===== config.mk =====
export PLATFORM = sky130hd
export DESIGN_NAME = http2_frame_deframer_top
export DESIGN_NICKNAME = d
export VERILOG_FILES = /design/src/http2fd_pkg.sv /design/src/http2fd_in_reg.sv /design/src/http2fd_parser.sv /design/src/http2fd_out_reg.sv /design/src/http2_frame_deframer_top.sv
export VERILOG_INCLUDE_DIRS = /design/src /design/src/src
export SDC_FILE = /design/constraint.sdc
export NUM_CORES = 1
export LEC_CHECK = 0
export ABC_AREA = 1
export BUFFER_PORTS_ARGS = -buffer_cell sky130_fd_sc_hd__buf_2
export CELL_PAD_IN_SITES_DETAIL_PLACEMENT = 1
export CELL_PAD_IN_SITES_GLOBAL_PLACEMENT = 2
export CORE_MARGIN = 4
export CORE_UTILIZATION = 37
export CTS_BUF_LIST = sky130_fd_sc_hd__clkbuf_2 sky130_fd_sc_hd__clkbuf_4 sky130_fd_sc_hd__clkbuf_8
export DETAILED_ROUTE_END_ITERATION = 12
export PLACE_DENSITY = 0.84
export SYNTH_ARGS = -nofsm -noshare
export SYNTH_HDL_FRONTEND = slang
export SYNTH_SLANG_ARGS = --single-unit

===== constraint.sdc =====
create_clock -name clk -period 5.8 [get_ports clk]
set_input_delay 0.87 -clock clk [delete_from_list [all_inputs] [get_ports clk]]
set_output_delay 0.87 -clock clk [all_outputs]
set_load 0.005 [all_outputs]

===== src/http2_frame_deframer_top_macros.svh =====
//------------------------------------------------------------------------------
// HTTP/2 frame deframer assertion macros
// Shared assertion forms for the deframer RTL.
//------------------------------------------------------------------------------
`ifndef HTTP2_FRAME_DEFRAMER_TOP_MACROS_SVH
`define HTTP2_FRAME_DEFRAMER_TOP_MACROS_SVH

// same-cycle implication
`define HFD_ASSERT_IMP(label, clk, rst_n, ante, cons, msg) \
    label: assert property (@(posedge clk) disable iff (!rst_n) (ante) |-> (cons)) \
        else $error(msg);

// next-cycle implication
`define HFD_ASSERT_NXT(label, clk, rst_n, ante, cons, msg) \
    label: assert property (@(posedge clk) disable iff (!rst_n) (ante) |=> (cons)) \
        else $error(msg);

`endif


===== src/http2fd_pkg.sv =====
//------------------------------------------------------------------------------
// HTTP/2 frame deframer package
// Types, codes and constants shared by the deframer modules.
//------------------------------------------------------------------------------
`timescale 1ns / 1ps

package http2fd_pkg;

    localparam int unsigned LEN_W       = 24;
    localparam int unsigned BYTE_W      = 8;
    localparam int unsigned SID_W       = 31;
    localparam int unsigned HDR_BYTES   = 9;
    localparam int unsigned PADDED_BIT  = 3;

    localparam logic [7:0] TYPE_DATA         = 8'd0;
    localparam logic [7:0] TYPE_PRIORITY     = 8'd2;
    localparam logic [7:0] TYPE_PUSH_PROMISE = 8'd5;
    localparam logic [7:0] TYPE_PING         = 8'd6;
    localparam logic [7:0] TYPE_GOAWAY       = 8'd7;
    localparam logic [7:0] TYPE_CONTINUATION = 8'd9;

    typedef enum logic [1:0] {
        PH_HEADER,
        PH_PADLEN,
        PH_DATA,
        PH_SKIP
    } phase_t;

    typedef enum logic [1:0] {
        ST_OK,
        ST_PAD_ERR,
        ST_UNIMPL,
        ST_INVALID
    } status_t;

    typedef enum logic {
        KIND_HEADER,
        KIND_DATA
    } kind_t;

    typedef struct packed {
        kind_t              kind;
        logic [LEN_W-1:0]   frame_length;
        logic [BYTE_W-1:0]  frame_type;
        logic [BYTE_W-1:0]  frame_flags;
        logic               reserved_bit;
        logic [SID_W-1:0]   stream_id;
        logic [BYTE_W-1:0]  pad_length;
        logic [BYTE_W-1:0]  payload_byte;
        logic               last_of_frame;
        status_t            status;
    } result_t;

endpackage


===== src/http2fd_in_reg.sv =====
//------------------------------------------------------------------------------
// HTTP/2 deframer input register
// Holds one received byte until the parser steps on it.
//------------------------------------------------------------------------------
`timescale 1ns / 1ps

module http2fd_in_reg (
    input  logic                        clk,
    input  logic                        rst_n,
    input  logic                        in_valid,
    output logic                        in_stall,
    input  logic [7:0]                  data_byte,
    input  logic                        step_free,
    output logic                        held_valid,
    output logic [7:0]                  held_byte
);
    import http2fd_pkg::*;

    logic              valid_reg;
    logic              valid_next;
    logic [BYTE_W-1:0] byte_reg;
    logic              take;

    assign in_stall   = valid_reg && !step_free;
    assign take       = in_valid && !in_stall;
    assign held_valid = valid_reg;
    assign held_byte  = byte_reg;

    always_comb
    begin
        if (take)
            valid_next = 1'b1;
        else if (step_free)
            valid_next = 1'b0;
        else
            valid_next = valid_reg;
    end

    always_ff @(posedge clk or negedge rst_n)
    begin
        if (!rst_n)
            valid_reg <= 1'b0;
        else
            valid_reg <= valid_next;
    end

    always_ff @(posedge clk)
    begin
        if (take)
            byte_reg <= data_byte;
    end

endmodule


===== src/http2fd_parser.sv =====
//------------------------------------------------------------------------------
// HTTP/2 deframer parser
// Frame state and the per-byte step: header collection, pad length, data, skip.
//------------------------------------------------------------------------------
`timescale 1ns / 1ps

module http2fd_parser (
    input  logic                        clk,
    input  logic                        rst_n,
    input  logic                        step_en,
    input  logic [7:0]                  b,
    output logic                        res_valid,
    output http2fd_pkg::result_t        res
);
    import http2fd_pkg::*;
    `include "http2_frame_deframer_top_macros.svh"

    phase_t            phase_reg, phase_next;
    logic [3:0]        header_count_reg, header_count_next;
    logic [LEN_W-1:0]  held_length_reg, held_length_next;
    logic [7:0]        held_type_reg, held_type_next;
    logic [7:0]        held_flags_reg, held_flags_next;
    logic [31:0]       held_stream_reg, held_stream_next;
    logic [7:0]        held_pad_reg, held_pad_next;
    logic [LEN_W-1:0]  data_left_reg, data_left_next;
    logic [LEN_W-1:0]  skip_left_reg, skip_left_next;

    logic [3:0]        cnt;
    logic              hdr_last;
    logic [LEN_W-1:0]  len_hdr;
    logic [31:0]       stream_hdr;
    logic [7:0]        type_hdr;
    logic [7:0]        flags_hdr;
    logic              is_data;
    logic              padded;
    logic              len_zero;
    logic              unimpl;
    logic              invalid;
    logic [LEN_W-1:0]  b_ext;
    logic              pad_big;
    logic [LEN_W-1:0]  len_m1;
    logic [LEN_W-1:0]  data_after_pad;
    logic [LEN_W-1:0]  data_dec;
    logic [LEN_W-1:0]  skip_dec;

    assign cnt      = (header_count_reg > 4'(HDR_BYTES - 1)) ? 4'd0 : header_count_reg;
    assign hdr_last = (cnt == 4'(HDR_BYTES - 1));

    assign len_hdr    = (cnt == 4'd0) ? {16'd0, b} :
                        (cnt < 4'd3)  ? {held_length_reg[15:0], b} : held_length_reg;
    assign type_hdr   = (cnt == 4'd3) ? b : held_type_reg;
    assign flags_hdr  = (cnt == 4'd4) ? b : held_flags_reg;
    assign stream_hdr = (cnt == 4'd0) ? 32'd0 :
                        (cnt >= 4'd5) ? {held_stream_reg[23:0], b} : held_stream_reg;

    assign is_data  = (type_hdr == TYPE_DATA);
    assign padded   = flags_hdr[PADDED_BIT];
    assign len_zero = (len_hdr == '0);
    assign unimpl   = (type_hdr == TYPE_PRIORITY) || (type_hdr == TYPE_PUSH_PROMISE) ||
                      (type_hdr == TYPE_PING) || (type_hdr == TYPE_GOAWAY) ||
                      (type_hdr == TYPE_CONTINUATION);
    assign invalid  = (type_hdr > TYPE_CONTINUATION);

    assign b_ext          = {16'd0, b};
    assign pad_big        = (b_ext >= held_length_reg);
    assign len_m1         = held_length_reg - 24'd1;
    assign data_after_pad = len_m1 - b_ext;
    assign data_dec       = data_left_reg - 24'd1;
    assign skip_dec       = skip_left_reg - 24'd1;

    // datapath next values
    always_comb
    begin
        header_count_next = header_count_reg;
        held_length_next  = held_length_reg;
        held_type_next    = held_type_reg;
        held_flags_next   = held_flags_reg;
        held_stream_next  = held_stream_reg;
        held_pad_next     = held_pad_reg;
        data_left_next    = data_left_reg;
        skip_left_next    = skip_left_reg;
        if (step_en)
        begin
            unique case (phase_reg)
                PH_PADLEN:
                begin
                    held_pad_next = b;
                    if (pad_big)
                    begin
                        data_left_next = '0;
                        skip_left_next = len_m1;
                    end
                    else
                    begin
                        data_left_next = data_after_pad;
                        skip_left_next = b_ext;
                    end
                end
                PH_DATA:
                    data_left_next = data_dec;
                PH_SKIP:
                    skip_left_next = skip_dec;
                PH_HEADER:
                begin
                    held_length_next  = len_hdr;
                    held_type_next    = type_hdr;
                    held_flags_next   = flags_hdr;
                    held_stream_next  = stream_hdr;
                    header_count_next = hdr_last ? 4'd0 : cnt + 4'd1;
                    if (hdr_last)
                    begin
                        held_pad_next  = '0;
                        data_left_next = (is_data && !padded) ? len_hdr : '0;
                        skip_left_next = is_data ? '0 : len_hdr;
                    end
                end
            endcase
        end
    end

    // next state
    always_comb
    begin
        phase_next = phase_reg;
        if (step_en)
        begin
            if (phase_reg == PH_HEADER && !hdr_last)
                phase_next = PH_HEADER;
            else if (phase_reg == PH_HEADER && is_data && padded && !len_zero)
                phase_next = PH_PADLEN;
            else if (data_left_next != '0)
                phase_next = PH_DATA;
            else if (skip_left_next != '0)
                phase_next = PH_SKIP;
            else
                phase_next = PH_HEADER;
        end
    end

    // result
    always_comb
    begin
        res_valid         = 1'b0;
        res.kind          = KIND_HEADER;
        res.frame_length  = held_length_next;
        res.frame_type    = held_type_next;
        res.frame_flags   = held_flags_next;
        res.reserved_bit  = held_stream_next[31];
        res.stream_id     = held_stream_next[SID_W-1:0];
        res.pad_length    = held_pad_next;
        res.payload_byte  = '0;
        res.last_of_frame = 1'b1;
        res.status        = ST_OK;
        unique case (phase_reg)
            PH_PADLEN:
            begin
                res_valid         = step_en;
                res.last_of_frame = pad_big || (data_after_pad == '0);
                res.status        = pad_big ? ST_PAD_ERR : ST_OK;
            end
            PH_DATA:
            begin
                res_valid         = step_en;
                res.kind          = KIND_DATA;
                res.payload_byte  = b;
                res.last_of_frame = (data_dec == '0);
            end
            PH_SKIP:
                res_valid = 1'b0;
            PH_HEADER:
            begin
                res_valid = step_en && hdr_last && !(is_data && padded && !len_zero);
                priority if (is_data && padded)
                    res.status = ST_PAD_ERR;
                else if (is_data)
                begin
                    res.status        = ST_OK;
                    res.last_of_frame = len_zero;
                end
                else if (unimpl)
                    res.status = ST_UNIMPL;
                else if (invalid)
                    res.status = ST_INVALID;
                else
                    res.status = ST_OK;
            end
        endcase
    end

    always_ff @(posedge clk or negedge rst_n)
    begin
        if (!rst_n)
        begin
            phase_reg        <= PH_HEADER;
            header_count_reg <= '0;
            held_length_reg  <= '0;
            held_type_reg    <= '0;
            held_flags_reg   <= '0;
            held_stream_reg  <= '0;
            held_pad_reg     <= '0;
            data_left_reg    <= '0;
            skip_left_reg    <= '0;
        end
        else
        begin
            phase_reg        <= phase_next;
            header_count_reg <= header_count_next;
            held_length_reg  <= held_length_next;
            held_type_reg    <= held_type_next;
            held_flags_reg   <= held_flags_next;
            held_stream_reg  <= held_stream_next;
            held_pad_reg     <= held_pad_next;
            data_left_reg    <= data_left_next;
            skip_left_reg    <= skip_left_next;
        end
    end

    `HFD_ASSERT_IMP(a_data_nonzero, clk, rst_n, phase_reg == PH_DATA, data_left_reg != '0, "data phase with no data left")
    `HFD_ASSERT_IMP(a_skip_nonzero, clk, rst_n, phase_reg == PH_SKIP, skip_left_reg != '0, "skip phase with nothing to skip")
    `HFD_ASSERT_IMP(a_padlen_len, clk, rst_n, phase_reg == PH_PADLEN, held_length_reg != '0, "pad length byte on empty frame")
    `HFD_ASSERT_NXT(a_cnt_outside_hdr, clk, rst_n, phase_reg != PH_HEADER, header_count_reg == 4'd0, "header count left nonzero")

endmodule


===== src/http2fd_out_reg.sv =====
//------------------------------------------------------------------------------
// HTTP/2 deframer output register
// Holds one result item until the downstream side takes it.
//------------------------------------------------------------------------------
`timescale 1ns / 1ps

module http2fd_out_reg (
    input  logic                        clk,
    input  logic                        rst_n,
    input  logic                        load,
    input  http2fd_pkg::result_t        res,
    output logic                        free,
    output logic                        out_valid,
    input  logic                        out_stall,
    output http2fd_pkg::result_t        out_res
);
    import http2fd_pkg::*;

    logic    valid_reg;
    logic    valid_next;
    result_t res_reg;

    assign free      = !valid_reg || !out_stall;
    assign out_valid = valid_reg;
    assign out_res   = res_reg;

    always_comb
    begin
        if (load)
            valid_next = 1'b1;
        else if (free)
            valid_next = 1'b0;
        else
            valid_next = valid_reg;
    end

    always_ff @(posedge clk or negedge rst_n)
    begin
        if (!rst_n)
            valid_reg <= 1'b0;
        else
            valid_reg <= valid_next;
    end

    always_ff @(posedge clk)
    begin
        if (load)
            res_reg <= res;
    end

endmodule


===== src/http2_frame_deframer_top.sv =====
//------------------------------------------------------------------------------
// HTTP/2 frame deframer
// Splits a received HTTP/2 byte stream into header reports and DATA bytes.
//
//   channel | direction | signals
//   --------+-----------+-------------------------------------------------
//   in      | sink      | in_valid, in_stall, data_byte
//   out     | source    | out_valid, out_stall, kind .. status
//
// One byte item per clock sustained while the output is not stalled; a byte is
// taken into the input register when accepted, and its parser step then loads
// its result into the output register.
// Reset clears the frame state and the valid flags of both registers; no clearing pass.
// out_stall holds the output register and, once the input register is full,
// raises in_stall in the same cycle.
//------------------------------------------------------------------------------
`timescale 1ns / 1ps

module http2_frame_deframer_top (
    input  logic         clk,
    input  logic         rst_n,
    input  logic         in_valid,
    output logic         in_stall,
    input  logic [7:0]   data_byte,
    output logic         out_valid,
    input  logic         out_stall,
    output logic         kind,
    output logic [23:0]  frame_length,
    output logic [7:0]   frame_type,
    output logic [7:0]   frame_flags,
    output logic         reserved_bit,
    output logic [30:0]  stream_id,
    output logic [7:0]   pad_length,
    output logic [7:0]   payload_byte,
    output logic         last_of_frame,
    output logic [1:0]   status
);
    import http2fd_pkg::*;

    logic              step_free;
    logic              held_valid;
    logic [BYTE_W-1:0] held_byte;
    logic              step_en;
    logic              res_valid;
    result_t           res;
    result_t           out_res;

    assign step_en = held_valid && step_free;

    http2fd_in_reg u_in_reg (
        .clk        (clk),
        .rst_n      (rst_n),
        .in_valid   (in_valid),
        .in_stall   (in_stall),
        .data_byte  (data_byte),
        .step_free  (step_free),
        .held_valid (held_valid),
        .held_byte  (held_byte)
    );

    http2fd_parser u_parser (
        .clk       (clk),
        .rst_n     (rst_n),
        .step_en   (step_en),
        .b         (held_byte),
        .res_valid (res_valid),
        .res       (res)
    );

    http2fd_out_reg u_out_reg (
        .clk       (clk),
        .rst_n     (rst_n),
        .load      (res_valid),
        .res       (res),
        .free      (step_free),
        .out_valid (out_valid),
        .out_stall (out_stall),
        .out_res   (out_res)
    );

    assign kind          = out_res.kind;
    assign frame_length  = out_res.frame_length;
    assign frame_type    = out_res.frame_type;
    assign frame_flags   = out_res.frame_flags;
    assign reserved_bit  = out_res.reserved_bit;
    assign stream_id     = out_res.stream_id;
    assign pad_length    = out_res.pad_length;
    assign payload_byte  = out_res.payload_byte;
    assign last_of_frame = out_res.last_of_frame;
    assign status        = out_res.status;

endmodule


==> results.json <==
{
  "outcome": "finished, final reports clean",
  "period_share_pct": 82.8,
  "worstPathRequired_ns": 6.06,
  "syn_inst": 1868,
  "finalHoldViolations": 0,
  "critPathKind": "reg -> reg",
  "cts-root-buf": "clkbuf_8",
  "start_util_pct": 37.4,
  "drt_iter0_drc": 852,
  "cts_setup_buffers": 0,
  "core-area_sq_um": 37600,
  "rsz0062_at_grt": "false",
  "fp.dieW_um": 203,
  "area_growth_pct": 13.8,
  "clk_pin_slew_ns": 0.06,
  "ios": 106,
  "r2r_cells": 13,
  "multi_input_area_sq_um": 6390,
  "grt.busiest_layer": "met2",
  "drv_slew": 0,
  "r2r_setup_slack_ns": 1.0,
  "regArea_sq_um": 6410,
  "r2r-start": "u_parser.header_count_reg[0]$_DFFE_PN0P_",
  "largest_reg_flops": 92,
  "grt_max_degree": 72,
  "setup_ws_ns": 1.00,
  "synth_flop_cell": "dfrtp_1",
  "fillers": 4723,
  "ys_ff_latch": 236,
  "wl_per_cell_um": 21.0,
  "power_leakage_nw": 7.48,
  "htreeDepth": 2,
  "grtUsageTotal_pct": 25.6,
  "port_buffers": 105,
  "tritoncts": "yes",
  "arrival_ns": 5.06,
  "ys_seq_area_share_pct": 45.6,
  "drive_above_1_share_pct": 12.5,
  "dieHeight_um": 203,
  "vias_per_cell": 5.24,
  "drt-total-wl_um": 52800,
  "use_met2_pct": 40.4,
  "grt_use_met3_pct": 3.05,
  "antenna_found_initial": 0,
  "clock_latency_ns": 0.61,
  "clk_path_buf_depth": 3,
  "numCtsBuffers": 43,
  "max-slew-margin-rel_pct": 25.2,
  "use_met1_pct": 36.6,
  "die-area_sq_um": 41100,
  "fin_crit_ns": 4.80,
  "num_rows": 71,
  "drc": 0,
  "grt_pass1_vias": 13500,
  "setup_viol": 0,
  "grt_first_pass_wirelength_um": 81800,
  "mappedNetlistArea_sq_um": 14000,
  "end_kind": "flip-flop",
  "tns_ns": 0,
  "async_flop_share_pct": 57.6,
  "post_cts_resized": 0,
  "dpl.hpwl_um": 40100,
  "pwr_density_cell_nw_per_um2": 579,
  "num_vias": 13200,
  "tightest_slew_ns": 1.12,
  "post-place-ws_ns": 1.10,
  "startpoint_type": "flip-flop",
  "postSynthAreaPerCell_sq_um": 7.52,
  "synth.net_count": 1909,
  "cp-endpoint": "u_out_reg.out_res[45]$_DFFE_PP_",
  "ctsHoldBuffers": 0,
  "fmax_mhz": 208,
  "place_congestion": 0.945,
  "hold_path_class": "in -> async",
  "drv_cap": 0,
  "crit_path_start": "u_parser.header_count_reg[0]$_DFFE_PN0P_",
  "r2r-end": "u_out_reg.out_res[45]$_DFFE_PP_",
  "ys_types": 47,
  "finClkSkew_ns": 0.0349,
  "ys_warn_count": 0,
  "irDropWorstVdd_uv": 222,
  "cts_sinks": 236,
  "critPathMaxFanout": 50,
  "grt-ovfl-total": 0,
  "final_antenna_net_count": 0,
  "synth_edf_count": 100,
  "layout.nets": 2016,
  "firstDrtPassIters": 5
}
-- cell usage after synthesis, types with 2 or more instances --
library cell	instances	area share, %
nor2_2	13	0.58
edfxtp_1	100	21
inv_2	5	0.13
or2_2	4	0.18
nor3_2	2	0.14
inv_1	252	6.7
o21ai_2	4	0.25
o211ai_1	22	1.2
o2111ai_1	3	0.19
nand3_2	2	0.14
a21oi_1	61	2.2
a211oi_1	5	0.27
buf_2	19	0.68
nand3_4	2	0.25
buf_4	2	0.11
clkbuf_1	34	0.91
nand2_4	3	0.24
nor2_1	240	6.4
o21ai_1	2	0.071
xor2_1	32	2.0
o22ai_1	16	0.71
o21ai_0	87	3.1
nand3b_1	2	0.11
nand2_2	8	0.36
clkinv_1	2	0.053
nand4_1	59	2.6
dfrtp_1	136	24
nor4_1	6	0.27
nand3_1	161	5.7
and2_1	2	0.089
o221ai_1	2	0.12
buf_6	4	0.32
a21o_1	3	0.16
ha_1	28	2.5
nand2_1	499	13
nor2_4	5	0.40
nor3_1	31	1.1
-- per-layer routing --
layer  wire length, um  part of all wire, %
met1             24400                   46
met2             24000                   45
met3              2730                  5.2
met4              1740                  3.3
met5                 0                    0
-- per-stage QoR --
step / area (sq um) / hold WS, ns / power, mW / instances / util, %
2_1_floorplan: 14000 / 0.478 / 5.96 / 1868 / -
3_3_place_gp: 15100 / 0.507 / 7.43 / 2441 / 40.1
3_5_place_dp: 15100 / 0.516 / 7.52 / 2441 / 40.1
4_1_cts: 16000 / 0.0630 / 9.26 / 2519 / 42.5
5_1_grt: 16000 / 0.0835 / 10.0 / 2519 / 42.5
6_report: 16000 / 0.0940 / 9.25 / 2520 / 42.5
-- how the worst min path moves through the flow --
stage | cells past startpoint | start | to | slack, ns
4_1_cts | 1 | rst_n | u_parser.skip_left_reg[22]$_DFF_PN0_ | 0.06
6_report | 1 | rst_n | u_parser.skip_left_reg[22]$_DFF_PN0_ | 0.09
3_5_place_dp | 2 | u_parser.held_type_reg[5]$_DFF_PN0_ | u_parser.held_type_reg[5]$_DFF_PN0_ | 0.52
2_1_floorplan | 2 | u_parser.held_type_reg[0]$_DFF_PN0_ | u_parser.held_type_reg[0]$_DFF_PN0_ | 0.48
3_3_place_gp | 2 | u_parser.held_type_reg[5]$_DFF_PN0_ | u_parser.held_type_reg[5]$_DFF_PN0_ | 0.51
5_1_grt | 1 | rst_n | u_parser.skip_left_reg[22]$_DFF_PN0_ | 0.08
-- worst max-delay path, cell delays in order (launching register included) --
cell and delay, ns:
dfrtp_1 0.39, inv_1 0.08, nor2_1 0.09, inv_1 0.10, ha_1 0.32, nand3_1 0.82
o211ai_1 0.53, nand4_1 0.17, nor4_1 0.44, nand4_1 0.35, nand2_1 0.14, nand2_1 0.11
nand2_4 0.49, buf_12 0.35
-- area by class of cell --
type,count,area share (%)
Antenna cell,1,0.0157
Clock buffer,64,5.00
Clock inverter,14,0.627
Inverter,259,6.09
Multi-Input combinational cell,1314,40.0
Sequential cell,236,40.1
Tap cell,511,4.00
Timing Repair Buffer,121,4.16
-- placed cells by master, fill, tap and decap left out, types with 32 or more instances in the layout --
master / n
buf_2: 104
nand4_1: 59
edfxtp_1: 100
clkbuf_8: 51
nor2_1: 238
nand2_1: 498
dfrtp_1: 136
xor2_1: 32
inv_1: 252
nand3_1: 161
o21ai_0: 87
a21oi_1: 61
-- report_power, final --
| part | total, mW | internal, mW | switching, mW |
|---|---|---|---|
| Combinational | 4.68 | 1.31 | 3.37 |
| Sequential | 2.89 | 2.43 | 0.455 |
| Clock | 1.68 | 0.932 | 0.748 |
| Total | 9.25 | 4.67 | 4.58 |
-- cells by family after synthesis --
| kind of cell | share of synthesized area (%) |
|---|---|
| and+or+nand+nor | 32.0 |
| buffers and inverters | 8.94 |
| DFF | 45.6 |
| AOI/OAI and AO/OA | 8.70 |
| xor gates and xnor gates | 2.06 |
| adders and majority gates | 2.64 |
(Power assumes the default switching activity.)
